===== config.mk =====
export PLATFORM = sky130hd
export DESIGN_NAME = bmbox_calc
export DESIGN_NICKNAME = d
export VERILOG_FILES = /design/src/bmbox_pkg.sv /design/src/bmbox_calc.sv
export SDC_FILE = /design/constraint.sdc
export NUM_CORES = 2
export LEC_CHECK = 0
export BUFFER_PORTS_ARGS = -buffer_cell sky130_fd_sc_hd__buf_2
export CORE_MARGIN = 2
export CORE_UTILIZATION = 65
export CTS_CLUSTER_SIZE = 8
export DETAILED_ROUTE_END_ITERATION = 7
export PLACE_DENSITY = 0.84
export SLEW_MARGIN = 20
export SYNTH_ARGS = -nofsm -noshare
export SYNTH_HDL_FRONTEND = slang
export SYNTH_SLANG_ARGS = --single-unit

===== constraint.sdc =====
create_clock -name clk -period 14.23 [get_ports clk]
set_input_delay 3.5575 -clock clk [delete_from_list [all_inputs] [get_ports clk]]
set_output_delay 3.5575 -clock clk [all_outputs]
set_load 0.01 [all_outputs]

===== src/bmbox_pkg.sv =====
package bmbox_pkg;

  localparam int DEF_MAX_ROW_PIXELS = 64;
  localparam int MAX_ROWS           = 64;
  localparam logic [15:0] DEF_PIXEL_SIZE = 16'd100;

  // columns up to 64 and rows up to 1024 fit these widths
  localparam int COL_W = 7;
  localparam int ROW_W = 11;

  localparam int CMDQ_DEPTH = 4;

  typedef enum logic [1:0] {
    CMD_RUN,
    CMD_ROW_END,
    CMD_GLYPH_END
  } cmd_kind_t;

  typedef struct packed {
    cmd_kind_t          kind;
    logic [COL_W-1:0]   first;
    logic [COL_W-1:0]   last;
    logic signed [15:0] origin_x;
    logic signed [15:0] origin_y;
    logic               glyph_follows;
  } cmd_t;

  typedef struct packed {
    logic [COL_W-1:0] first;
    logic [COL_W-1:0] last;
    logic [ROW_W-1:0] top;
  } run_ent_t;

  typedef struct packed {
    logic [COL_W-1:0]   first;
    logic [COL_W-1:0]   last;
    logic [ROW_W-1:0]   top;
    logic [ROW_W-1:0]   bottom;
    logic signed [15:0] origin_x;
    logic signed [15:0] origin_y;
    logic               last_box;
  } box_req_t;

  typedef enum logic [2:0] {
    F_IDLE,
    F_SCAN,
    F_CLOSE,
    F_ROW,
    F_GLYPH
  } fr_state_t;

  typedef enum logic [2:0] {
    B_IDLE,
    B_RUN_RD,
    B_RUN_CMP,
    B_EMIT_RD,
    B_EMIT_CHK,
    B_FLUSH
  } bk_state_t;

endpackage


===== src/bmbox_calc.sv =====
module bmbox_calc (
  input  logic                clk,
  input  logic                rst_n,
  input  logic [15:0]         pixel_size,
  input  logic                in_valid,
  output logic                in_ready,
  input  bmbox_pkg::box_req_t in_req,
  output logic                out_valid,
  input  logic                out_stall,
  output logic [21:0]         out_box_width,
  output logic [21:0]         out_box_height,
  output logic signed [32:0]  out_center_x,
  output logic signed [32:0]  out_center_y,
  output logic                out_last_box
);

  logic v1_r, v2_r, adv1, adv2;
  logic [21:0] w_r;
  logic [26:0] h_r;
  logic signed [34:0] xl_r, yl_r;
  logic last1_r;

  logic signed [17:0] xs, ys;
  logic signed [16:0] ps;
  logic [bmbox_pkg::COL_W-1:0] wc;
  logic [bmbox_pkg::ROW_W-1:0] hc;
  logic [22:0] w_mul;
  logic [26:0] h_mul;
  logic signed [34:0] xl_mul, yl_mul, cx_sum, cy_sum;

  assign adv2     = !v2_r || !out_stall;
  assign adv1     = !v1_r || adv2;
  assign in_ready = adv1;

  assign ps = $signed({1'b0, pixel_size});
  assign xs = $signed({{2{in_req.origin_x[15]}}, in_req.origin_x} +
                      {{(18 - bmbox_pkg::COL_W){1'b0}}, in_req.first});
  assign ys = $signed({{2{in_req.origin_y[15]}}, in_req.origin_y} -
                      {{(18 - bmbox_pkg::ROW_W){1'b0}}, in_req.bottom} - 18'd1);
  assign wc = in_req.last - in_req.first;
  assign hc = in_req.bottom - in_req.top + 1'b1;
  assign w_mul  = 23'(wc) * 23'(pixel_size);
  assign h_mul  = 27'(hc) * 27'(pixel_size);
  assign xl_mul = xs * ps;
  assign yl_mul = ys * ps;

  assign cx_sum = xl_r + $signed({14'd0, w_r[21:1]});
  assign cy_sum = yl_r + $signed({9'd0, h_r[26:1]});

  always_ff @(posedge clk) begin
    if (!rst_n) begin
      v1_r <= 1'b0;
      v2_r <= 1'b0;
    end else begin
      if (adv1) begin
        v1_r <= in_valid;
      end
      if (adv2) begin
        v2_r <= v1_r;
      end
    end
  end

  always_ff @(posedge clk) begin
    if (adv1) begin
      w_r     <= w_mul[21:0];
      h_r     <= h_mul;
      xl_r    <= xl_mul;
      yl_r    <= yl_mul;
      last1_r <= in_req.last_box;
    end
    if (adv2) begin
      out_box_width  <= w_r;
      out_box_height <= h_r[21:0];
      out_center_x   <= cx_sum[32:0];
      out_center_y   <= cy_sum[32:0];
      out_last_box   <= last1_r;
    end
  end

  assign out_valid = v2_r;

endmodule


# == Word-level counts from Yosys, hierarchy flattened ==
# Cells that the tools add are included.
# Widths: inputs -> output; s select.
# word_totals
in_bits,89
out_inout_bits,113
word_cells,29
regBits,229
# classes
add_sub_neg,8
n_reduce_logical,5
multipliers,4
# op_table
op,n
$add 33x22->33,1
$add 33x27->33,1
$mul 17x17->33,1
$mul 18x17->33,1
$mul 11x16->27,1
$mul 7x16->22,1
$sub 17x2->18 const B,1
$add 16x8->17,1
$sub 16x12->17,1
$add 11x1->11 const B,1
$sub 11x11->11,1
$sub 7x7->7,1
$logic_not 1->1,3
$logic_or 1x1->1,2

# == Logic depth before layout (Yosys ltp) ==
# logic_depth
depth_word,3
depth_mapped,35
mapped_depth_nobuf,34

# == Worst setup path before layout ==
# No wires, ideal clock.
# synth_timing
kind,input to register
start,in in_req[33] (netlist name)
end,reg yl_r[31] (data pin)
path_stages,34
setup_ps,258
required_ps,13972
slack_ps,3414
n_path_buf,1
t_arrival_ps,10559
cell_sequence,inv_1 > ha_1 > fa_1 > a21o_1 > a21oi_1 > o21bai_1 > a21oi_2 > o21bai_1 > a21oi_2 > o21ai_1 > a21oi_2 > buf_2 > nand2_1 > fa_1 > fa_1 > inv_1 > fa_1 > inv_1 > fa_1 > inv_1 > fa_1 > inv_1 > fa_1 > inv_1 > ha_1 > o2111ai_1 > a21oi_1 > a21oi_2 > a21oi_2 > a41oi_2 > a31oi_1 > a41o_1 > a21oi_2 > xnor2_1
# synth_between
elab_chain_cells,3
# synth_rtl
element,line_no,source
from (decl),bmbox_calc.sv:7,"input bmbox_pkg::box_req_t in_req,"
$sub 16x12->17,bmbox_calc.sv:38,"assign ys = $signed({{2{in_req.origin_y[15]}}, in_req.origin_y} -"
$sub 17x2->18,bmbox_calc.sv:39,"{{(18 - bmbox_pkg::ROW_W){1'b0}}, in_req.bottom} - 18'd1);"
$mul 18x17->33,bmbox_calc.sv:45,assign yl_mul = ys * ps;
named net yl_mul[31],bmbox_calc.sv:29,"logic signed [34:0] xl_mul, yl_mul, cx_sum, cy_sum;"
to (signal assigned),bmbox_calc.sv:69,yl_r <= yl_mul;
to (decl),bmbox_calc.sv:20,"logic signed [34:0] xl_r, yl_r;"
# The timed path passes the listed nets, and every way through them passes these cells.
# A chain may end at the register's enable or synchronous reset.

# == Worst setup path after layout ==
# layout_timing
start,in in_req[62] (netlist name)
end,reg xl_r[30] (data pin)
# layout_between
elab_chain_cells,2
# layout_rtl
element,line_no,source
$add 16x8->17,bmbox_calc.sv:36,"assign xs = $signed({{2{in_req.origin_x[15]}}, in_req.origin_x} +"
$mul 17x17->33,bmbox_calc.sv:44,assign xl_mul = xs * ps;
named net xl_mul[30],bmbox_calc.sv:29,
to (signal assigned),bmbox_calc.sv:68,xl_r <= xl_mul;
to (decl),bmbox_calc.sv:20,
# The timed path passes the listed nets, and every way through them passes these cells.

==> summary.md <==
| Metric | Value |
|---|---|
| Filler cells | 4578 |
| Number of DRC markers in iteration 0 | 1965 |
| Initial antenna violation count | 0 |
| Slowest stage cell, crit path | fa_1 |
| Worst setup EP type | flop |
| Antenna Nets Post-Route | 0 |
| Final-report setup violation count | 0 |
| RePlAce Congestion | 0.920 |
| CP Launch Type | input port |
| Critical Path Max Stage Delay | 700 ps |
| Post-synth top cells | 947 x inv_1, 748 x fa_1, 532 x nand2_1 |
| DRT Pass-1 Iters | 6 |
| Crit path kind | input port to flop |
| Die span in y | 255 um |
| Most used flip-flop cell after synthesis | edfxtp_1 |
| CTS buffer count | 34 |
| Largest net degree at the start of global routing | 64 |
| Worst clock skew | 24.9 ps |
| Async SR Flop Fraction | 0% |
| Crit path required time | 14500 ps |
| Clk sinks | 229 |
| Min-delay worst type | flop to flop |
| Num rows | 91 |
| Run status | completed |
| Cts repair resizes | 0 |
| Post-CTS Setup Bufs | 0 |
| Arr. time, crit path | 11840 ps |
| Via Count | 29300 |
| Top cell type's share of synthesized area | 36.6% |
| Relative slew slack | 22.1% |
| Hold Fails Final Rpt | 0 |
| Max-cap violations | 0 |
| Synth Warn # | 0 |
| Most frequent cell after synthesis | inv_1 |
| Clock Latency Late Sink | 540 ps |
| Fin crit share | 81.3% |
| Die X | 255 um |
| Hold-fix buffers, CTS | 0 |
| Fin Setup TNS | 0 ps |
| Htree depth | 2 |
| RSZ-0062 raised after global routing | no |
| Fmax | 86.4 MHz |
| WL/cell | 17.5 um |
| Unique cell type count in the Yosys netlist | 72 |
| Share of cells above drive strength 1 | 7.82% |
| Die area | 0.0649 mm2 |
| Least-Margin Pin Slew | 1160 ps |
| GRT Total Usage | 29.6% |
| DRC Markers | 0 |
| Syn Area/Cell | 9.67 um2 |
| GRT overflow | 0 |
| Area Overhead vs Synth | 7.09% |
| First-pass GRT wire length | 152 mm |
| Seq cells post-synth | 229 |
| Clk slew on worst S/H paths | 50 ps |
| Max FO, Critical Path | 16 |
| CTS max path bufs | 3 |
| Nets | 5570 |
| EDFF count, synth | 227 |
| Max Slew Vio Count | 0 |
| IO Pins | 202 |
| CTS tree | done |
| Synth Instances | 4229 |
| ANT cells | 0 |
| Sequential area share after synthesis | 16.8% |
| Buffers on Ports | 201 |
| Synth area leader | fa_1 |
| Syn nets | 5434 |
| Drt total wl | 91.2 mm |
| Top post-synthesis cells by area | fa_1 37%, edfxtp_1 17%, ha_1 11%, inv_1 8.7%, and2_1 5.2% |
| Period minus WS final | 11570 ps |
| Vias in the first global route | 31100 |
| CORE AREA | 0.0619 mm2 |
| Initial Util | 66.0% |
| CTS root buffer | clkbuf_16 |
| CP most frequent cell | fa_1 |
| Vias/cell | 5.62 |
| Dpl hpwl | 70.7 mm |
| Post-synthesis instance area | 0.0409 mm2 |
## layout by cell type, fill, tap and decap left out, types with 12 or more instances in the layout
master,Yosys,layout
xnor2_2,3,13
nand2b_1,44,44
o21ai_0,49,49
xor2_1,59,56
nand2_1,532,531
and2_1,337,337
o211ai_1,12,12
nor3_1,27,27
nor2b_1,50,50
o21bai_1,22,22
o21ai_1,20,20
buf_4,1,51
and3_1,16,16
fa_1,748,748
nor2_1,87,87
nand3_1,25,24
edfxtp_1,227,227
clkbuf_16,0,35
a31oi_1,15,15
a21oi_1,135,135
o21a_1,18,18
inv_1,947,947
ha_1,368,368
a21o_1,59,59
xnor2_1,164,154
buf_2,16,200
## state kept, by name (all words and copies together) (netlist names)
name	count
last1_r	1
out_last_box	1
out_box_height	22
out_center_y	33
out_center_x	33
xl_r	33
yl_r	33
out_valid	1
v1_r	1
w_r	22
out_box_width	22
h_r	27
## metal layers
layer  track usage (%)  routed length, um  vias to the layer above
met4              10.1               3080                        0
li1                  -                  -                    13200
met1              39.1              36300                    14800
met3              4.30               6460                      226
met5                 0                  0                        -
met2              50.6              45300                     1165
## stage by stage
step	cell area, um2	util (%)	hold slack, ps	setup slack, ps	cells
2_1_floorplan	40900	-	400	3410	4229
3_3_place_gp	42800	69.2	401	2500	5166
3_5_place_dp	42800	69.2	405	2190	5166
4_1_cts	43800	70.7	415	2710	5211
5_1_grt	43800	70.7	419	2310	5211
6_report	43800	70.7	415	2660	5211
## layout make-up
class,instances,area (um2),area share (%)
clock inverter,3,37.5,0.0858
sequential,229,6860,15.7
clock buffer,42,902,2.06
inverter,947,3550,8.12
tap,837,1050,2.39
multi-input combinational,2902,30000,68.5
timing repair buffer,251,1380,3.16
## worst max-delay path: cells and delay by family
kind	cells	cell delay, ps
simple gates	6	970
fa+ha+maj	9	4310
xor+xnor	1	90
compound gates	10	2090
buf+inv	7	810
## worst paths after layout
kind | slack, ps | endpoint | cells after the start | start
hold / removal | 420 | out_box_height[0] | 0 | h_r[0]
setup reg to reg | 10870 | out_center_x[28] | 12 | w_r[1]
setup / recovery | 2660 | xl_r[30] | 33 | in_req[62]
hold reg to reg | 420 | out_box_height[0] | 0 | h_r[0]
## cells by family after synthesis
family | after synthesis | share of synthesized area, %
AO/OA/AOI/OAI | 404 | 6.48
buffers and inverters | 1098 | 10.1
flip-flops | 229 | 16.8
adder cells (fa/ha/maj) | 1116 | 47.9
XOR/XNOR | 226 | 4.90
AND/OR/NAND/NOR | 1156 | 13.8
Power is left out: the tool's default activity adds up to more than one toggle a clock period on the data nets, which glitch-free logic cannot reach.
