--- config.mk ---
export PLATFORM = sky130hd
export DESIGN_NAME = bmbox_back
export DESIGN_NICKNAME = d
export VERILOG_FILES = /design/src/bmbox_pkg.sv /design/src/bmbox_ram.sv /design/src/bmbox_back.sv
export SDC_FILE = /design/constraint.sdc
export NUM_CORES = 2
export LEC_CHECK = 0
export BUFFER_PORTS_ARGS = -buffer_cell sky130_fd_sc_hd__buf_2
export CAP_MARGIN = 10
export CORE_AREA = 2 2 383 385
export CTS_BUF_LIST = sky130_fd_sc_hd__clkbuf_8 sky130_fd_sc_hd__clkbuf_16
export DETAILED_ROUTE_END_ITERATION = 6
export DIE_AREA = 0 0 385 387
export GPL_ROUTABILITY_DRIVEN = 0
export HOLD_SLACK_MARGIN = 0.05
export PLACE_DENSITY = 0.61
export SYNTH_ARGS = -nofsm -noshare
export SYNTH_HDL_FRONTEND = slang
export SYNTH_HIERARCHICAL = 1
export SYNTH_SLANG_ARGS = --single-unit
--- constraint.sdc ---
create_clock -name clk -period 11.2 [get_ports clk]
set_input_delay 1.12 -clock clk [delete_from_list [all_inputs] [get_ports clk]]
set_output_delay 1.12 -clock clk [all_outputs]
set_load 0.02 [all_outputs]
--- src/bmbox_pkg.sv ---
package bmbox_pkg;

  localparam int DEF_MAX_ROW_PIXELS = 64;
  localparam int MAX_ROWS           = 64;
  localparam logic [15:0] DEF_PIXEL_SIZE = 16'd100;

  // columns up to 64 and rows up to 1024 fit these widths
  localparam int COL_W = 7;
  localparam int ROW_W = 11;

  localparam int CMDQ_DEPTH = 4;

  typedef enum logic [1:0] {
    CMD_RUN,
    CMD_ROW_END,
    CMD_GLYPH_END
  } cmd_kind_t;

  typedef struct packed {
    cmd_kind_t          kind;
    logic [COL_W-1:0]   first;
    logic [COL_W-1:0]   last;
    logic signed [15:0] origin_x;
    logic signed [15:0] origin_y;
    logic               glyph_follows;
  } cmd_t;

  typedef struct packed {
    logic [COL_W-1:0] first;
    logic [COL_W-1:0] last;
    logic [ROW_W-1:0] top;
  } run_ent_t;

  typedef struct packed {
    logic [COL_W-1:0]   first;
    logic [COL_W-1:0]   last;
    logic [ROW_W-1:0]   top;
    logic [ROW_W-1:0]   bottom;
    logic signed [15:0] origin_x;
    logic signed [15:0] origin_y;
    logic               last_box;
  } box_req_t;

  typedef enum logic [2:0] {
    F_IDLE,
    F_SCAN,
    F_CLOSE,
    F_ROW,
    F_GLYPH
  } fr_state_t;

  typedef enum logic [2:0] {
    B_IDLE,
    B_RUN_RD,
    B_RUN_CMP,
    B_EMIT_RD,
    B_EMIT_CHK,
    B_FLUSH
  } bk_state_t;

endpackage

--- src/bmbox_ram.sv ---
module bmbox_ram #(
  parameter int WIDTH = 8,
  parameter int DEPTH = 32
) (
  input  logic                     clk,
  input  logic                     we,
  input  logic [$clog2(DEPTH)-1:0] waddr,
  input  logic [WIDTH-1:0]         wdata,
  input  logic [$clog2(DEPTH)-1:0] raddr,
  output logic [WIDTH-1:0]         rdata
);

  logic [WIDTH-1:0] mem [DEPTH];

  always_ff @(posedge clk) begin
    if (we) begin
      mem[waddr] <= wdata;
    end
    rdata <= mem[raddr];
  end

endmodule

--- src/bmbox_back.sv ---
module bmbox_back #(
  parameter int MAX_ROW_PIXELS = bmbox_pkg::DEF_MAX_ROW_PIXELS
) (
  input  logic                clk,
  input  logic                rst_n,
  input  logic                q_valid,
  input  bmbox_pkg::cmd_t     q_cmd,
  output logic                q_pop,
  input  logic                calc_ready,
  output logic                calc_valid,
  output bmbox_pkg::box_req_t calc_req
);

  localparam int RUN_DEPTH = MAX_ROW_PIXELS / 2;
  localparam int AW = $clog2(RUN_DEPTH);
  localparam int CW = $clog2(RUN_DEPTH + 1);
  localparam int EW = $bits(bmbox_pkg::run_ent_t);

  bmbox_pkg::bk_state_t st_r, st_nxt;
  bmbox_pkg::cmd_t cmd_r, cmd_nxt;
  bmbox_pkg::box_req_t pend_r, pend_nxt;
  logic pend_v_r, pend_v_nxt;
  logic sel_r, sel_nxt;
  logic [CW-1:0] ucount_r, ucount_nxt, ccount_r, ccount_nxt;
  logic [CW-1:0] j_r, j_nxt, e_r, e_nxt;
  logic [RUN_DEPTH-1:0] cont_r, cont_nxt;
  logic [bmbox_pkg::ROW_W-1:0] row_r, row_nxt;

  logic wr_en;
  bmbox_pkg::run_ent_t wr_ent, up_ent;
  logic [EW-1:0] rdata0, rdata1;
  logic [AW-1:0] raddr;

  // sel_r names the bank holding the row above; the other one collects this row
  bmbox_ram #(.WIDTH(EW), .DEPTH(RUN_DEPTH)) u_bank0 (
    .clk   (clk),
    .we    (wr_en && sel_r),
    .waddr (ccount_r[AW-1:0]),
    .wdata (wr_ent),
    .raddr (raddr),
    .rdata (rdata0)
  );

  bmbox_ram #(.WIDTH(EW), .DEPTH(RUN_DEPTH)) u_bank1 (
    .clk   (clk),
    .we    (wr_en && !sel_r),
    .waddr (ccount_r[AW-1:0]),
    .wdata (wr_ent),
    .raddr (raddr),
    .rdata (rdata1)
  );

  assign up_ent = sel_r ? rdata1 : rdata0;
  assign raddr  = (st_r == bmbox_pkg::B_RUN_RD || st_r == bmbox_pkg::B_RUN_CMP) ?
                  j_r[AW-1:0] : e_r[AW-1:0];

  always_comb begin
    st_nxt     = st_r;
    cmd_nxt    = cmd_r;
    pend_nxt   = pend_r;
    pend_v_nxt = pend_v_r;
    sel_nxt    = sel_r;
    ucount_nxt = ucount_r;
    ccount_nxt = ccount_r;
    j_nxt      = j_r;
    e_nxt      = e_r;
    cont_nxt   = cont_r;
    row_nxt    = row_r;
    q_pop      = 1'b0;
    wr_en      = 1'b0;
    wr_ent.first = cmd_r.first;
    wr_ent.last  = cmd_r.last;
    wr_ent.top   = row_r;
    calc_valid = 1'b0;
    calc_req   = pend_r;
    calc_req.last_box = 1'b0;
    unique case (st_r)
      bmbox_pkg::B_IDLE: begin
        if (q_valid) begin
          q_pop   = 1'b1;
          cmd_nxt = q_cmd;
          e_nxt   = '0;
          st_nxt  = (q_cmd.kind == bmbox_pkg::CMD_RUN) ? bmbox_pkg::B_RUN_RD :
                    bmbox_pkg::B_EMIT_RD;
        end
      end
      bmbox_pkg::B_RUN_RD: st_nxt = bmbox_pkg::B_RUN_CMP;
      bmbox_pkg::B_RUN_CMP: begin
        // upper runs are sorted and disjoint, so one forward walk finds the match
        if (j_r < ucount_r && up_ent.first < cmd_r.first) begin
          j_nxt  = j_r + 1'b1;
          st_nxt = bmbox_pkg::B_RUN_RD;
        end else begin
          if (j_r < ucount_r && up_ent.first == cmd_r.first && up_ent.last == cmd_r.last) begin
            wr_ent.top = up_ent.top;
            cont_nxt[j_r[AW-1:0]] = 1'b1;
            j_nxt = j_r + 1'b1;
          end
          if (ccount_r < CW'(RUN_DEPTH)) begin
            wr_en      = 1'b1;
            ccount_nxt = ccount_r + 1'b1;
          end
          st_nxt = bmbox_pkg::B_IDLE;
        end
      end
      bmbox_pkg::B_EMIT_RD: st_nxt = bmbox_pkg::B_EMIT_CHK;
      bmbox_pkg::B_EMIT_CHK: begin
        if (e_r < ucount_r) begin
          if (cont_r[e_r[AW-1:0]]) begin
            e_nxt  = e_r + 1'b1;
            st_nxt = bmbox_pkg::B_EMIT_RD;
          end else if (!pend_v_r || calc_ready) begin
            // hold one box back so the last one of the beat can be flagged
            calc_valid        = pend_v_r;
            pend_nxt.first    = up_ent.first;
            pend_nxt.last     = up_ent.last;
            pend_nxt.top      = up_ent.top;
            pend_nxt.bottom   = row_r - 1'b1;
            pend_nxt.origin_x = cmd_r.origin_x;
            pend_nxt.origin_y = cmd_r.origin_y;
            pend_nxt.last_box = 1'b0;
            pend_v_nxt        = 1'b1;
            e_nxt             = e_r + 1'b1;
            st_nxt            = bmbox_pkg::B_EMIT_RD;
          end
        end else begin
          cont_nxt   = '0;
          j_nxt      = '0;
          ccount_nxt = '0;
          if (cmd_r.kind == bmbox_pkg::CMD_ROW_END) begin
            sel_nxt    = !sel_r;
            ucount_nxt = ccount_r;
            row_nxt    = row_r + 1'b1;
            st_nxt     = cmd_r.glyph_follows ? bmbox_pkg::B_IDLE : bmbox_pkg::B_FLUSH;
          end else begin
            ucount_nxt = '0;
            row_nxt    = '0;
            st_nxt     = bmbox_pkg::B_FLUSH;
          end
        end
      end
      bmbox_pkg::B_FLUSH: begin
        calc_req.last_box = 1'b1;
        if (!pend_v_r) begin
          st_nxt = bmbox_pkg::B_IDLE;
        end else if (calc_ready) begin
          calc_valid = 1'b1;
          pend_v_nxt = 1'b0;
          st_nxt     = bmbox_pkg::B_IDLE;
        end
      end
      default: st_nxt = bmbox_pkg::B_IDLE;
    endcase
  end

  always_ff @(posedge clk) begin
    if (!rst_n) begin
      st_r     <= bmbox_pkg::B_IDLE;
      pend_v_r <= 1'b0;
      sel_r    <= 1'b0;
      ucount_r <= '0;
      ccount_r <= '0;
      j_r      <= '0;
      e_r      <= '0;
      cont_r   <= '0;
      row_r    <= '0;
    end else begin
      st_r     <= st_nxt;
      pend_v_r <= pend_v_nxt;
      sel_r    <= sel_nxt;
      ucount_r <= ucount_nxt;
      ccount_r <= ccount_nxt;
      j_r      <= j_nxt;
      e_r      <= e_nxt;
      cont_r   <= cont_nxt;
      row_r    <= row_nxt;
    end
  end

  always_ff @(posedge clk) begin
    cmd_r  <= cmd_nxt;
    pend_r <= pend_nxt;
  end

`ifndef SYNTHESIS
  a_counts_fit: assert property (@(posedge clk) disable iff (!rst_n)
    ucount_r <= CW'(RUN_DEPTH) && ccount_r <= CW'(RUN_DEPTH))
    else $error("run count beyond run store depth");

  a_send_ready: assert property (@(posedge clk) disable iff (!rst_n)
    calc_valid |-> calc_ready)
    else $error("box sent while box unit is full");

  a_flush_done: assert property (@(posedge clk) disable iff (!rst_n)
    (st_r == bmbox_pkg::B_FLUSH && calc_ready) |=> !pend_v_r)
    else $error("held box not released at end of beat");

  a_glyph_clears: assert property (@(posedge clk) disable iff (!rst_n)
    (st_r == bmbox_pkg::B_EMIT_CHK && e_r >= ucount_r &&
     cmd_r.kind == bmbox_pkg::CMD_GLYPH_END) |=> (ucount_r == '0 && row_r == '0))
    else $error("glyph end left run state behind");
`endif

endmodule

Word level (Yosys, flattened, before mapping)
Memory sizes are Yosys's and may differ from the RTL's. A register that Yosys moved wholly into a read port is not among the register bits.
Index checks and enable logic that the tools add are counted.
{ "word_totals": {"register_bits": 189, "ram_bits": 1600, "inputBits": 53, "output_inout_bits": 71, "word_cells": 143, "mem_count": 2} }
{ "classes": {"add_sub_neg": 5, "magnitude_cmp": 7, "eq_ne": 20, "mux": 60, "n_bitwise": 3, "n_reduce_logical": 25} }
{ "memory_table": {"columns": ["name", "depth", "word_bits", "read_ports", "rd_clocked_by_memory_dff", "write_ports", "line", "source"], "rows": [
  ["u_bank0.mem", 32, 25, 1, 1, 1, "bmbox_ram.sv:13", "logic [WIDTH-1:0] mem [DEPTH];"],
  ["u_bank1.mem", 32, 25, 1, 1, 1, "bmbox_ram.sv:13", null]
]} }
{ "ops": {"columns": ["operator", "n"], "rows": [
  ["$mux 32", 3],
  ["$pmux 32 s2", 1],
  ["$mux 6", 10],
  ["$mux 11", 4],
  ["$pmux 6 s2", 3],
  ["$or 32x32->32", 1],
  ["$mux 25", 1],
  ["$mux 3", 8],
  ["$mux 1", 23],
  ["$reduce_and 4->1", 5],
  ["$add 6x1->6 const B", 3],
  ["$pmux 3 s6", 1],
  ["$eq 7x7->1", 2],
  ["$lt 5x6->1 const B", 2],
  ["$lt 6x6->1", 2],
  ["$ne 2x2->1 const B", 6],
  ["$add 11x1->11 const B", 1],
  ["$sub 11x1->11 const B", 1],
  ["$reduce_and 3->1", 3],
  ["$lt 7x7->1", 1],
  ["$eq 3x2->1 const B", 2],
  ["$eq 3x3->1 const B", 2],
  ["$logic_and 1x1->1", 6],
  ["$lt 6x6->1 const B", 1],
  ["other kinds (19)", 28]
]} }

Longest topological paths before layout
{ "logic_depth": {"depth_word": 8, "ltp_mapped": 13, "depth_no_buf": 9} }

By module
Netlist, hierarchy kept.
{ "by_module_without_submodules": {"columns": ["module", "instances", "cells_each", "area_each_um2"], "rows": [
  ["bmbox_ram", 2, 1778, 31826.8],
  ["bmbox_back", 1, 681, 8175.3]
]} }

Worst setup path before layout
No wires, ideal clock.
{ "synth_path": {"path_type": "reg2reg", "from": "register e_r[4]", "to": "register pend_r, in the netlist calc_req[10] (enable)", "setup_ns": 0.494, "arrival_time_ns": 4.417, "required_ns": 10.706, "setup_slack_ns": 6.289, "stages_incl_launch_ff": 8, "n_path_buf": 0, "path_cell_list": "dfxtp_1 -> ha_1 -> a21o_1 -> a21o_1 -> a21o_1 -> nor2_1 -> nand2_1 -> nor2_1"} }
{ "synth_via": {"elab_chain_len": 4, "word_cells_on_any_way": 5, "cone_classes": "order compare: 1; mux: 2; bitwise: 1; reduce/logical: 1"} }
{ "synth_rtl": {"columns": ["element", "line", "source"], "rows": [
  ["from (decl)", "bmbox_back.sv:25", "logic [CW-1:0] j_r, j_nxt, e_r, e_nxt;"],
  ["from (signal assigned)", "bmbox_back.sv:174", "e_r <= e_nxt;"],
  ["$bmux 1 s5", "bmbox_back.sv:109", "if (cont_r[e_r[AW-1:0]]) begin"],
  ["$mux 1 (implied by the code)", "bmbox_back.sv:109", null],
  ["$not 1->1 (no line)", null, null],
  ["$reduce_and 4->1 (no line) (*)", null, null],
  ["to (signal assigned)", "bmbox_back.sv:182", "pend_r <= pend_nxt;"],
  ["to (decl)", "bmbox_back.sv:21", "bmbox_pkg::box_req_t pend_r, pend_nxt;"]
]} }
Every way passes the cells marked *; elsewhere a longest branch is shown, timed or not. The select of a mux whose other input is x is not followed.
A chain may end at the register's enable or synchronous reset.

==> run summary <==
outcome: finished, final reports clean
critical path's most frequent cell: buf_4
dpl hpwl: 112 mm
CTS max path bufs: 3
sequential element share of the synthesized area: 75.2%
Reg2Reg Depth: 10
post_cts resized: 0
Antenna Nets Post-Route: 0
die width: 385 um
Post-synth ARST share: 0%
vias in the first global route: 37200
die height: 387 um
CP max stage delay: 0.82 ns
critical path required time: 11.69 ns
pin count of the biggest net entering global routing: 128
fillers: 11300
layout cells sized above 1: 13.4%
synth unique cells: 56
CP arrival: 5.35 ns
DRT iter0 DRCs: 4329
Num CTS Buffers: 181
HP Class: reg -> reg
Via Count: 38800
total negative setup slack: 0 ns
power per standard cell area: 180 nW/um^2
I/O pin cnt: 124
area share of the largest cell type after synthesis: 71.8%
Max Cap Viol: 0
GRT Util Overall: 25.2%
clock power share: 39.9%
Synth Net Count: 4315
total core area: 145000 sq um
ys flop type: edfxtp_1
Synth Cell Area: 71800 sq um
Sequential Power Share: 53.4%
Worst Setup SP: sel_r$_SDFFE_PN0P_
Compound-Gate Fraction of Synth Area: 5.25%
clk slew on worst S/H paths: 0.06 ns
startpoint types: flop
multiplexer share of the synthesized area: 12.1%
RSZ-0062 raised after global routing: no
clock skew: 0.0319 ns
CP max stage cell: nor2_2
postcts setup bufs: 0
most common cell after layout, fill and taps aside: edfxtp_1
final hold viol count: 0
Slew Viols, Final: 0
area occupied by multi-input gates: 16400 sq um
Inst Count DP: 6173
FF+latch count, synth: 1839
cell family contributing the most delay on the critical path: simple AND/OR/NAND/NOR gates
clk root buf: clkbuf_16
XOR/XNOR share of the synthesized area: 0.341%
area leader, netlist: edfxtp_1
row count: 140
Max IR drop VDD: 0.000164 V
fmax: 206 MHz
nets: 4517
critical path depth in cells: 10
YS warnings: 6
clk_lat worst skew: 0.81 ns
Gate Count Post-Synth: 4237
Sw Ratio: 22.5%
Lkg Pwr: 23.8 nW
CTS hold repair buffers: 0
TritonCTS clock tree: done
FF+latch area: 54000 sq um
Final min period: 4.86 ns
share of total power in combinational logic: 6.8%
Sink Count: 1839
largest family of logic cells by synthesized area: multiplexers
WS Path Type: reg -> reg
Via density: 5.95
worst slew pin tran: 1.18 ns
initial cell density of the core: 49.6%
Critical Path Sink Type: flop
Setup Viol. Count Final: 0
DRC viols: 0
crit-path cells: buf_4, mux2_2, ha_1, o21ai_0, a21oi_1, o311ai_1, nor2_1, nand3_1, nor2_2, buf_4
antenna violations before repair: 10
fin crit share: 43.4%
WHS Path Cells: 0
Slew Limit Headroom: 21.0%
Post-synth EDFFs: 1717
Layout area overhead: 11.6%
Die Footprint: 149000 sq um
design area: 80200 sq um
worst path bufs/invs: 2
Simple-Gate Fraction of Synth Area: 4.32%
dominant cells by area after synthesis: edfxtp_1 (72%), mux2i_1 (11%), dfxtp_1 (3.4%)
hold path startpoint: cmd_r[18]$_DFFE_PP_
most frequent cells in the layout: edfxtp_1 (1717), mux2i_1 (824), a21oi_1 (198)
CTS HTree Levels: 4
crit-path max FO: 19
Pint: 0.0112 W
Reg2Reg Launch Point: sel_r$_SDFFE_PN0P_
Synth Area in Adders: 0.435%
post-route insts no fill: 6512
first-pass GRT wire length: 269 mm
wire per inst: 29.2 um
average size of a mapped cell: 17.0 sq um
drt pass-1 iters: 5
Overflow after GRT: 0
placed cell areas: 74500 sq um
NetSw: 0.00325 W
PortBufs: 123
WL final: 190 mm
==> power groups by stage <==
stage / sequential, W / clock, W / combinational [W]
2_1_floorplan: 0.00787 / 0 / 0.000592
3_3_place_gp: 0.00785 / 0 / 0.000968
3_5_place_dp: 0.00785 / 0 / 0.000974
4_1_cts: 0.00770 / 0.00584 / 0.000976
5_1_grt: 0.00770 / 0.00611 / 0.00103
6_report: 0.00770 / 0.00576 / 0.000977
==> Yosys cell counts (17+ instances only) <==
library cell  instances
mux2i_1             824
a31oi_1              52
nand3_1             184
a21oi_1             198
nor2_1              131
o21ai_0              17
clkbuf_1             63
nor3_1               61
inv_1                31
a22oi_1             155
dfxtp_1             122
buf_2                62
buf_6                46
mux2_2               24
buf_4                28
ha_1                 25
edfxtp_1           1717
nand2_1             194
a22o_1              101
==> per-stage QoR <==
step / hold WS [ns] / total power (W) / setup slack (ns) / util [%]
after floorplan: 0.400 / 0.00846 / 6.29 / -
after global placement: 0.401 / 0.00882 / 6.36 / 51.4
after detailed placement: 0.405 / 0.00882 / 6.40 / 51.4
after CTS: 0.413 / 0.0145 / 6.39 / 55.3
after global routing: 0.418 / 0.0148 / 6.13 / 55.3
final: 0.413 / 0.0144 / 6.34 / 55.3
==> sequential cells by signal (all words and copies together), names as in the netlist <==
name / flops
calc_req: 68
ccount_r: 6
cmd_r: 49
cont_r: 32
e_r: 6
j_r: 6
pend_v_r: 1
row_r: 11
sel_r: 1
st_r: 3
u_bank0/mem: 800
u_bank0/rdata: 25
u_bank1/mem: 800
u_bank1/rdata: 25
ucount_r: 6
==> worst paths after layout <==
kind                                                     end  slack, ns
worst max register to register  u_bank1/mem[19][7]$_DFFE_PP_       6.34
worst min register to register        calc_req[18]$_DFFE_PP_       0.41
worst max-delay path            u_bank1/mem[19][7]$_DFFE_PP_       6.34
worst min-delay path                  calc_req[18]$_DFFE_PP_       0.41
==> worst reg2reg max path: stages, from the launching register on <==
cell and delay [ns]:
dfxtp_1 0.63, buf_4 0.38, mux2_2 0.40, ha_1 0.30, o21ai_0 0.12, a21oi_1 0.28
o311ai_1 0.32, nor2_1 0.37, nand3_1 0.58, nor2_2 0.83, buf_4 0.37
==> layer usage <==
| metal | global-route usage (%) | wire [um] | part of all wire [%] | vias to the layer above |
|---|---|---|---|---|
| met3 | 4.62 | 13800 | 7.3 | 292 |
| li1 | - | - | - | 17000 |
| met1 | 36.0 | 80900 | 43 | 20000 |
| met5 | 0 | 32 | 0.017 | - |
| met4 | 8.91 | 6500 | 3.4 | 4 |
| met2 | 38.9 | 88700 | 47 | 1534 |
==> area by class of cell <==
class | instances | area share [%]
sequential | 1839 | 67.4
multi-input combinational | 2136 | 20.4
clock buffer | 193 | 5.95
tap | 1917 | 2.99
timing repair buffer | 250 | 2.04
clock inverter | 138 | 1.07
inverter | 31 | 0.145
antenna | 8 | 0.0250
==> cell families (layout without fill, tap and decap cells) <==
logic type               count (synthesis)  count (layout)
XOR/XNOR                                28              28
AO/OA/AOI/OAI                          561             561
buffers and inverters                  262             612
flip-flops                            1839            1839
other                                    0               8
multiplexers                           860             860
adder cells (fa/ha/maj)                 25              25
AND/OR/NAND/NOR                        662             662
Note: power is estimated with default switching activity, not from simulation.
