$ cat src/bmbox_pkg.sv
package bmbox_pkg;

  localparam int DEF_MAX_ROW_PIXELS = 64;
  localparam int MAX_ROWS           = 64;
  localparam logic [15:0] DEF_PIXEL_SIZE = 16'd100;

  // columns up to 64 and rows up to 1024 fit these widths
  localparam int COL_W = 7;
  localparam int ROW_W = 11;

  localparam int CMDQ_DEPTH = 4;

  typedef enum logic [1:0] {
    CMD_RUN,
    CMD_ROW_END,
    CMD_GLYPH_END
  } cmd_kind_t;

  typedef struct packed {
    cmd_kind_t          kind;
    logic [COL_W-1:0]   first;
    logic [COL_W-1:0]   last;
    logic signed [15:0] origin_x;
    logic signed [15:0] origin_y;
    logic               glyph_follows;
  } cmd_t;

  typedef struct packed {
    logic [COL_W-1:0] first;
    logic [COL_W-1:0] last;
    logic [ROW_W-1:0] top;
  } run_ent_t;

  typedef struct packed {
    logic [COL_W-1:0]   first;
    logic [COL_W-1:0]   last;
    logic [ROW_W-1:0]   top;
    logic [ROW_W-1:0]   bottom;
    logic signed [15:0] origin_x;
    logic signed [15:0] origin_y;
    logic               last_box;
  } box_req_t;

  typedef enum logic [2:0] {
    F_IDLE,
    F_SCAN,
    F_CLOSE,
    F_ROW,
    F_GLYPH
  } fr_state_t;

  typedef enum logic [2:0] {
    B_IDLE,
    B_RUN_RD,
    B_RUN_CMP,
    B_EMIT_RD,
    B_EMIT_CHK,
    B_FLUSH
  } bk_state_t;

endpackage

$ cat src/bmbox_cmdq.sv
module bmbox_cmdq (
  input  logic            clk,
  input  logic            rst_n,
  input  logic            push,
  input  bmbox_pkg::cmd_t push_cmd,
  output logic            ready,
  input  logic            pop,
  output logic            valid,
  output bmbox_pkg::cmd_t head
);

  localparam int AW = $clog2(bmbox_pkg::CMDQ_DEPTH);
  localparam int CW = $clog2(bmbox_pkg::CMDQ_DEPTH + 1);

  bmbox_pkg::cmd_t mem_r [bmbox_pkg::CMDQ_DEPTH];
  logic [AW-1:0] wp_r, wp_nxt, rp_r, rp_nxt;
  logic [CW-1:0] cnt_r, cnt_nxt;

  assign ready = (cnt_r < CW'(bmbox_pkg::CMDQ_DEPTH));
  assign valid = (cnt_r != '0);
  assign head  = mem_r[rp_r];

  always_comb begin
    wp_nxt  = wp_r;
    rp_nxt  = rp_r;
    cnt_nxt = cnt_r;
    if (push && ready) begin
      wp_nxt = wp_r + 1'b1;
    end
    if (pop && valid) begin
      rp_nxt = rp_r + 1'b1;
    end
    if ((push && ready) && !(pop && valid)) begin
      cnt_nxt = cnt_r + 1'b1;
    end else if (!(push && ready) && (pop && valid)) begin
      cnt_nxt = cnt_r - 1'b1;
    end
  end

  always_ff @(posedge clk) begin
    if (!rst_n) begin
      wp_r  <= '0;
      rp_r  <= '0;
      cnt_r <= '0;
    end else begin
      wp_r  <= wp_nxt;
      rp_r  <= rp_nxt;
      cnt_r <= cnt_nxt;
    end
  end

  always_ff @(posedge clk) begin
    if (push && ready) begin
      mem_r[wp_r] <= push_cmd;
    end
  end

endmodule

$ cat config.mk
export PLATFORM = sky130hd
export DESIGN_NAME = bmbox_cmdq
export DESIGN_NICKNAME = d
export VERILOG_FILES = /design/src/bmbox_pkg.sv /design/src/bmbox_cmdq.sv
export SDC_FILE = /design/constraint.sdc
export NUM_CORES = 1
export LEC_CHECK = 0
export BUFFER_PORTS_ARGS = -buffer_cell sky130_fd_sc_hd__buf_2
export CORE_UTILIZATION = 57
export DETAILED_ROUTE_END_ITERATION = 12
export GPL_TIMING_DRIVEN = 0
export PLACE_DENSITY = 0.79
export SETUP_SLACK_MARGIN = 0.1
export SYNTH_ARGS = -nofsm -noshare
export SYNTH_HDL_FRONTEND = slang
export SYNTH_SLANG_ARGS = --single-unit
$ cat constraint.sdc
create_clock -name clk -period 3 [get_ports clk]
set_clock_uncertainty 0.2 [all_clocks]
set_input_delay 0.3 -clock clk [delete_from_list [all_inputs] [get_ports clk]]
set_output_delay 0.3 -clock clk [all_outputs]
set_load 0.02 [all_outputs]
### Word level (Yosys, flattened, before mapping)

Memories as Yosys holds them, arrays and structs flattened. A register that Yosys moved wholly into a read port is not among the register bits.
Index checks and enable logic that the tools add are counted.

| storage, ports and cells | value |
|---|---|
| bits in registers | 7 |
| bits in latches | 0 |
| bits in writable memories | 196 |
| bits in read-only memories | 0 |
| output and inout bits | 51 |
| memories kept | 1 |

Memories:

| memory | words | bits a word | read ports | clocked after memory_dff | write ports | RTL line | text |
|---|---|---|---|---|---|---|---|
| mem_r | 4 | 49 | 1 | 1 | 1 | bmbox_cmdq.sv:15 | `bmbox_pkg::cmd_t mem_r [bmbox_pkg::CMDQ_DEPTH];` |

| cells by class | value |
|---|---|
| add/sub/neg operators | 4 |
| multipliers | 0 |
| divide/modulo/power cells | 0 |
| $lt $le $gt $ge | 1 |
| equal/unequal tests | 0 |
| shift operators | 0 |
| mux-type cells | 6 |
| bitwise operators | 0 |
| reduce and logical (&&, ||, !) cells | 8 |

Operators by type and width:

| kind | number |
|---|---|
| two-way mux 3 bit | 2 |
| adder 2 x 1 -> 2 bit (second input constant) | 2 |
| logical AND 1 bit | 4 |
| two-way mux 2 bit | 2 |
| adder 3 x 1 -> 3 bit (second input constant) | 1 |
| less-than comparator 3 bit (second input constant) | 1 |
| nonzero test 3 bit | 1 |
| subtractor 3 x 1 -> 3 bit (second input constant) | 1 |
| logical NOT 1 bit | 2 |
| two-way mux 1 bit | 2 |
| nonzero test 2 bit | 1 |

### Longest topological paths before layout

Gate-level depths: netlist of run 1.

| logic depth | value |
|---|---|
| depth in word-level cells | 6 |
| gate-level depth with buffers | 8 |
| mapped depth without buffers | 7 |

### Worst setup path before layout of run 1

Ideal clock, no wire load.

| path | value |
|---|---|
| path kind | reg2reg |
| from | register cnt_r[2] |
| to | memory mem_r[0][0] (netlist bit), enable pin |
| arrival | 1.781 ns |
| required time | 2.388 ns |
| setup slack | 0.607 ns |
| cell stages (with the launch flop) | 4 |
| path buffers | 1 |
| period minus slack after synthesis | 2.393 ns |
| cells stage by stage | dfxtp_1 nor2b_1 buf_2 and2_1 |

| on the way | value |
|---|---|
| cells in the longest elaborated chain, start to end | 4 |

RTL lines:

| element | RTL line | text |
|---|---|---|
| from (decl) | bmbox_cmdq.sv:17 | `logic [CW-1:0] cnt_r, cnt_nxt;` |
| from (signal assigned) | bmbox_cmdq.sv:48 | `cnt_r <= cnt_nxt;` |
| less-than comparator 3 bit | bmbox_cmdq.sv:19 | `assign ready = (cnt_r < CW'(bmbox_pkg::CMDQ_DEPTH));` |
| logical AND 1 bit | bmbox_cmdq.sv:53 | `if (push && ready) begin` |
| two-way mux 1 bit | bmbox_cmdq.sv:53 |  |
| two-way mux 1 bit (implied by the code) | bmbox_cmdq.sv:54 | `mem_r[wp_r] <= push_cmd;` |
| to (decl) | bmbox_cmdq.sv:15 |  |

Every way passes these cells.

==> impl_table.tex, run 1 <==
\begin{tabular}{lr}
\hline
Metric & Value \\
\hline
\multicolumn{2}{l}{\textbf{Pwr}} \\
\quad Part of the power in the clock network & 29.0\% \\
\quad Register share of total power & 44.2\% \\
\quad Switch Pwr & 0.002249 W \\
\quad Cell-internal power & 0.005853 W \\
\quad Share of power burned in combinational logic & 26.7\% \\
\quad Pwr/cell area & 853.2 nW/um2 \\
\quad Switching part of the total & 27.76\% \\
\quad Leakage & 3.272 nW \\
\quad Worst ir drop on vdd & 0.0005600 V \\
\multicolumn{2}{l}{\textbf{Setup path}} \\
\quad Required time of the critical path & 2.50 ns \\
\quad Kind of critical path & flip-flop to primary output \\
\quad Startpoint Class & flip-flop \\
\quad R2r endpoint & cnt\_r[2] \\
\quad Critical path capture point type & primary output \\
\quad Max Fanout on Critical Path & 10 \\
\quad Arrival time worst endpoint & 2.02 ns \\
\quad Worst R2R Path Depth & 7 \\
\quad RR Startpoint & cnt\_r[0] \\
\quad Setup slack on the worst flop-to-flop path & 0.65 ns \\
\multicolumn{2}{l}{\textbf{Floorplan}} \\
\quad Die ar. & 13720 um2 \\
\quad Overall die width & 117.1 um \\
\quad Area of the core & 12770 um2 \\
\quad Count of pins on the block boundary & 104 \\
\quad Overall die height & 117.1 um \\
\quad Initial cell density of the core & 59.14\% \\
\quad Row count & 41 \\
\multicolumn{2}{l}{\textbf{Routing}} \\
\quad Final wirelength & 13.20 mm \\
\quad Routed length per placed instance & 19.85 um \\
\quad Count of vias placed by the detailed router & 3633 \\
\quad Number of vias per cell after detailed routing & 5.463 \\
\quad DRT iter0 DRCs & 284 \\
\quad Count of unresolved DRC violations after routing & 0 \\
\quad Count of antenna-violating nets left after detailed routing & 0 \\
\quad Number of detailed-route iterations in the first pass & 4 \\
\multicolumn{2}{l}{\textbf{Finish}} \\
\quad Cell area after layout & 9497 um2 \\
\quad \# diodes & 0 \\
\quad Leading cell type in the layout, fill and taps excluded & sky130\_fd\_sc\_hd\_\_edfxtp\_1 \\
\quad Post-route core utilization & 74.35\% \\
\quad Area Growth Syn to Fin & 25.70\% \\
\quad Number of nets at the end of the flow & 540 \\
\quad Fraction of final layout cells with drive strength greater than 1 & 39.55\% \\
\quad Commonest cells after routing, fill and taps aside & 196 x sky130\_fd\_sc\_hd\_\_edfxtp\_1, 106 x sky130\_fd\_sc\_hd\_\_buf\_2, 50 x sky130\_fd\_sc\_hd\_\_dlygate4sd3\_1 \\
\multicolumn{2}{l}{\textbf{Synth}} \\
\quad Number of synthesized register bits & 205 \\
\quad Post-Syn Area & 7555 um2 \\
\quad Synthesized netlist net count & 360 \\
\quad Syn Inst Count & 301 \\
\quad Yosys Warn Count & 0 \\
\quad Unique masters post-synth & 22 \\
\quad Share of the yosys chip area belonging to registers & 80.29\% \\
\quad Average instance area after synthesis & 25.10 um2 \\
\multicolumn{2}{l}{\textbf{Timing}} \\
\quad Top achievable clock speed & 0.3976 GHz \\
\quad Final worst path period need & 2.515 ns \\
\quad Unrepaired setup endpoints after global routing & false \\
\quad Final hold violations & 0 \\
\quad Final worst-path cycle share & 83.84\% \\
\quad Pin slew with the least headroom to its limit & 0.7642 ns \\
\quad Final Max Tran Viols & 0 \\
\quad Setup-violating endpoint count in the final report & 0 \\
\quad Max-slew headroom & 49.06\% \\
\multicolumn{2}{l}{\textbf{Outcome}} \\
\quad Result of the run & completed \\
\multicolumn{2}{l}{\textbf{Clocking}} \\
\quad CTS H-tree depth & 1 \\
\quad Clock Sink Count & 205 \\
\quad Root Buffer & sky130\_fd\_sc\_hd\_\_clkbuf\_16 \\
\quad CTS tree & yes \\
\quad Clock latency on the worst-skew pair & 0.47 ns \\
\quad Clk buf depth & 3 \\
\quad Number of clock buffers inserted by TritonCTS & 21 \\
\quad Post-CTS Setup Inserts & 0 \\
\quad Reg clk slew, reported paths & 0.06 ns \\
\multicolumn{2}{l}{\textbf{Global route}} \\
\quad Via count of the first global-routing pass & 3776 \\
\quad Total global routing track utilization & 19.66\% \\
\quad Residual overflow from global routing & 0 \\
\quad Wire length of the first global-routing pass & 19.60 mm \\
\quad Antenna violations before repair & 0 \\
\quad Maximum number of pins on one net before global-route repair & 28 \\
\multicolumn{2}{l}{\textbf{Placed design}} \\
\quad Area of placed instances & 8371 um2 \\
\quad Final weighted congestion in routability-driven placement & 0.6669 \\
\quad Count of input and output buffers & 103 \\
\quad Half-perimeter wire length after placement & 7.303 mm \\
\multicolumn{2}{l}{\textbf{Worst hold path}} \\
\quad Hold Startpoint & pop \\
\quad Type of the tightest min-delay check & primary input to flip-flop \\
\quad Depth of the worst hold-timing path & 4 \\
\multicolumn{2}{l}{\textbf{Job}} \\
\quad Number of max-cap violations & 0 \\
\hline
\end{tabular}
==> state kept, by name (all words and copies together), names as in the netlist, named ones only <==
register and flops:
cnt_r 3, mem_r 196, rp_r 2, wp_r 2
==> power by group through the flow <==
stage / clock (W) / sequential [W] / combinational [W]
after CTS: 0.00239 / 0.00359 / 0.00221
after detailed placement: 0 / 0.00364 / 0.00214
after global routing: 0.00249 / 0.00361 / 0.00234
after global placement: 0 / 0.00365 / 0.00208
final: 0.00235 / 0.00358 / 0.00216
after floorplan: 0 / 0.00362 / 0.00152
==> what timing repair did <==
| action | 4_1_cts | 5_1_grt |
|---|---|---|
| endpoints found under the hold margin | 205 | 0 |
| gates resized for setup | 0 | 0 |
| hold buffers | 50 | 0 |
==> routing by layer <==
| metal | track usage [%] | routed length (um) | part of all wire, % |
|---|---|---|---|
| met2 | 34.99 | 6804 | 52 |
| met5 | 0 | 0 | 0 |
| met4 | 5.148 | 216 | 1.6 |
| met1 | 24.88 | 5388 | 41 |
| met3 | 4.068 | 788 | 6.0 |
==> layout make-up <==
cell class	count	area [um2]
flip-flops and latches	205	6066
fillers	720	3277
multi-input cells	80	1379
repair buffers	157	1096
clock buffers	29	595.6
well taps	172	215.2
plain buffers	12	100.1
clock inverters	6	30.03
inverters	4	15.01
==> worst max path at each step <==
stage | slack, ns | from | endpoint | cells after the start
after floorplan | 0.61 | cnt_r[2] | mem_r[0][0] | 3
after global placement | -0.42 | push | mem_r[3][42] | 4
after detailed placement | 0.69 | cnt_r[0] | cnt_r[2] | 7
after CTS | 0.47 | flip-flop | head[17] | 3
after global routing | 0.37 | flip-flop | head[20] | 3
final | 0.48 | flip-flop | head[14] | 3
==> kinds of logic after synthesis <==
| logic type | after synthesis | share of synthesized area, % |
|---|---|---|
| AND/OR/NAND/NOR | 14 | 1.159 |
| buffers and inverters | 16 | 1.524 |
| flip-flops | 205 | 80.29 |
| adder cells (fa/ha/maj) | 6 | 1.093 |
| XOR/XNOR | 5 | 0.5796 |
| multiplexers | 51 | 14.97 |
| AO/OA/AOI/OAI | 4 | 0.3810 |
==> worst max-delay path: stages (launching register included) <==
cell                      delay (ns)
sky130_fd_sc_hd__dfxtp_1        0.37
sky130_fd_sc_hd__buf_1          0.57
sky130_fd_sc_hd__mux4_2         0.42
sky130_fd_sc_hd__buf_2          0.18
==> metrics by stage <==
stage               setup WS [ns]  power [W]  hold slack, ns  TNS (ns)  cells
global placement          -0.4152   0.005729          0.3095    -79.34    576
CTS                        0.4651   0.008186         0.06996         0    665
global route               0.3719   0.008446         0.09292         0    665
finish                     0.4848   0.008102         0.08776         0    665
detailed placement         0.6864   0.005784          0.3168         0    580
floorplan                  0.6069   0.005139          0.1989         0    301
==> synthesized netlist by cell type, drive strengths merged <==
cell type  instances  share of area (%)
edfxtp           196                 78
mux4              49                 15
buf               12                1.3
and2               9               0.75
dfxtp              9                2.4
ha                 5               0.83
inv                4               0.20
xnor2              4               0.46
nor2b              3               0.25
mux2i              2               0.26
or3                2               0.17
a21boi             1              0.099
fa                 1               0.26
o21ai              1              0.066
o311ai             1               0.12
o31ai              1              0.099
xor2               1               0.12
Power figures use the tool's default switching activity.
==> run 2, diff against run 1 <==
- clock period: 3 -> 2.55 ns (I/O delays scaled with it)
==> run 2 against run 1 <==
Net effect: critical path depth rose by 2; largest power group unchanged; sequential cell count did not move; power rose by 18%; die area did not move; critical endpoint is now head[24].
==> impl_table.tex, run 2 (synthesis results as in run 1) <==
\begin{tabular}{lr}
\hline
Metric & Value \\
\hline
\multicolumn{2}{l}{\textbf{Worst hold path}} \\
\quad Depth of the worst hold-timing path & 4 \\
\quad Type of the tightest min-delay check & primary input to flip-flop \\
\multicolumn{2}{l}{\textbf{Global route}} \\
\quad Total global routing track utilization & 19.67\% \\
\quad Maximum number of pins on one net before global-route repair & 28 \\
\quad Via count of the first global-routing pass & 3770 \\
\quad Antenna violations before repair & 0 \\
\quad Wire length of the first global-routing pass & 19.62 mm \\
\quad Residual overflow from global routing & 0 \\
\multicolumn{2}{l}{\textbf{Placed design}} \\
\quad Half-perimeter wire length after placement & 7.303 mm \\
\quad Count of input and output buffers & 103 \\
\quad Area of placed instances & 8371 um2 \\
\quad Final weighted congestion in routability-driven placement & 0.6669 \\
\quad Placed Instances & 580 \\
\multicolumn{2}{l}{\textbf{Floorplan}} \\
\quad Row count & 41 \\
\quad Area of the core & 12770 um2 \\
\quad Overall die height & 117.1 um \\
\quad Count of pins on the block boundary & 104 \\
\quad Initial cell density of the core & 59.14\% \\
\quad Die ar. & 13720 um2 \\
\quad Overall die width & 117.1 um \\
\multicolumn{2}{l}{\textbf{Timing}} \\
\quad Max-slew headroom & 48.75\% \\
\quad Unrepaired setup endpoints after global routing & false \\
\quad Setup-violating endpoint count in the final report & 0 \\
\quad Final Max Tran Viols & 0 \\
\quad Final worst-path cycle share & 92.55\% \\
\quad Pin slew with the least headroom to its limit & 0.7688 ns \\
\quad Top achievable clock speed & 0.4237 GHz \\
\quad Final worst path period need & 2.360 ns \\
\quad Final hold violations & 0 \\
\multicolumn{2}{l}{\textbf{Finish}} \\
\quad Post-route core utilization & 74.59\% \\
\quad Fillcell total & 718 \\
\quad Number of nets at the end of the flow & 541 \\
\quad Cell area after layout & 9528 um2 \\
\quad Area used by sequential logic in the layout & 6066 um2 \\
\quad Reg with most FFs & mem\_r \\
\quad Combined area of the multi-input logic cells & 1379 um2 \\
\quad \# diodes & 0 \\
\quad Post-Layout Cell Count & 666 \\
\quad Area Growth Syn to Fin & 26.12\% \\
\quad Top flop regs & mem\_r x196, cnt\_r x3 \\
\quad Fraction of final layout cells with drive strength greater than 1 & 40.28\% \\
\quad Leading cell type in the layout, fill and taps excluded & sky130\_fd\_sc\_hd\_\_edfxtp\_1 \\
\quad Max FFs per register & 196 \\
\quad Commonest cells after routing, fill and taps aside & 196 x sky130\_fd\_sc\_hd\_\_edfxtp\_1, 107 x sky130\_fd\_sc\_hd\_\_buf\_2, 50 x sky130\_fd\_sc\_hd\_\_dlygate4sd3\_1 \\
\multicolumn{2}{l}{\textbf{Job}} \\
\quad Number of max-cap violations & 0 \\
\multicolumn{2}{l}{\textbf{Clocking}} \\
\quad Clock Sink Count & 205 \\
\quad Root Buffer & sky130\_fd\_sc\_hd\_\_clkbuf\_16 \\
\quad CTS tree & yes \\
\quad CTS H-tree depth & 1 \\
\quad Post-CTS Setup Inserts & 0 \\
\quad Reg clk slew, reported paths & 0.06 ns \\
\quad Clk buf depth & 3 \\
\quad Number of clock buffers inserted by TritonCTS & 21 \\
\quad Clock latency on the worst-skew pair & 0.47 ns \\
\multicolumn{2}{l}{\textbf{Routing}} \\
\quad Number of vias per cell after detailed routing & 5.444 \\
\quad Count of unresolved DRC violations after routing & 0 \\
\quad DRT iter0 DRCs & 242 \\
\quad Routed length per placed instance & 20.08 um \\
\quad Count of antenna-violating nets left after detailed routing & 0 \\
\quad Number of detailed-route iterations in the first pass & 4 \\
\quad Final wirelength & 13.37 mm \\
\quad Count of vias placed by the detailed router & 3626 \\
\multicolumn{2}{l}{\textbf{Pwr}} \\
\quad Switch Pwr & 0.002659 W \\
\quad Leakage & 3.295 nW \\
\quad Final total power & 0.009577 W \\
\quad Pwr/cell area & 1005 nW/um2 \\
\quad Cell-internal power & 0.006919 W \\
\quad Share of power burned in combinational logic & 27.1\% \\
\quad Register share of total power & 44.0\% \\
\quad Part of the power in the clock network & 28.9\% \\
\quad Worst ir drop on vdd & 0.0006594 V \\
\quad Switching part of the total & 27.76\% \\
\multicolumn{2}{l}{\textbf{Setup path}} \\
\quad Required time of the critical path & 2.10 ns \\
\quad Kind of critical path & flip-flop to primary output \\
\quad Library cell contributing the largest single delay on the critical path & sky130\_fd\_sc\_hd\_\_mux4\_2 \\
\quad Cell repeated most along the worst path & sky130\_fd\_sc\_hd\_\_buf\_12 \\
\quad Critical path capture point type & primary output \\
\quad Delay of the slowest cell on the worst path & 0.52 ns \\
\quad Crit-path cells & buf\_6 > buf\_12 > buf\_12 > mux4\_2 > buf\_2 \\
\quad Setup slack on the worst flop-to-flop path & 0.20 ns \\
\quad Max Fanout on Critical Path & 11 \\
\quad Arrival time worst endpoint & 1.91 ns \\
\quad Startpoint Class & flip-flop \\
\quad Worst R2R Path Depth & 7 \\
\multicolumn{2}{l}{\textbf{Outcome}} \\
\quad Result of the run & completed \\
\hline
\end{tabular}
==> run 2: what timing repair did <==
item | 4_1_cts | 5_1_grt
cloned | 0 | 1
endpoints found under the setup margin | 18 | 11
gates resized for setup | 3 | 1
pin swaps | 0 | 0
hold buffers | 50 | 0
endpoints found under the hold margin | 205 | 0
==> run 2: power by group through the flow <==
stage / registers [W] / logic (W) / clock network (W)
3_5_place_dp: 0.00429 / 0.00252 / 0
3_3_place_gp: 0.00429 / 0.00245 / 0
4_1_cts: 0.00422 / 0.00260 / 0.00281
6_report: 0.00422 / 0.00259 / 0.00277
5_1_grt: 0.00425 / 0.00280 / 0.00293
2_1_floorplan: 0.00426 / 0.00178 / 0
==> run 2: layout make-up <==
type,count,area share [%]
plain buffers,12,1.116
repair buffers,158,11.77
multi-input cells,80,14.47
flip-flops and latches,205,63.66
inverters,4,0.1576
well taps,172,2.259
clock inverters,6,0.3152
clock buffers,29,6.251
==> run 2: path summary, 6_finish.rpt <==
kind	from	end
min reg2reg	wp_r[1]	wp_r[1]
max	flip-flop	head[24]
max reg2reg	cnt_r[0]	cnt_r[2]
min	pop	flip-flop
==> run 2: layer usage <==
metal,GRT usage [%],vias up,wire length (um)
met5,0,-,0
li1,-,1636,-
met2,35.07,116,6953
met3,4.119,25,763
met4,5.148,0,237
met1,24.79,1849,5416
==> run 2: per-stage QoR <==
step / hold WS [ns] / setup TNS (ns) / worst slack (ns)
3_5_place_dp: 0.2718 / 0 / 0.2364
6_report: 0.04311 / 0 / 0.1899
4_1_cts: 0.02496 / 0 / 0.1231
2_1_floorplan: 0.1539 / 0 / 0.1569
3_3_place_gp: 0.2645 / -163.49 / -0.8445
5_1_grt: 0.04792 / 0 / 0.1117
==> run 2: worst max-delay path, delay by kind of cell, from the launching register on <==
kind | cells | cell delay [ns]
buf+inv | 4 | 0.58
mux | 1 | 0.52
flops | 1 | 0.32
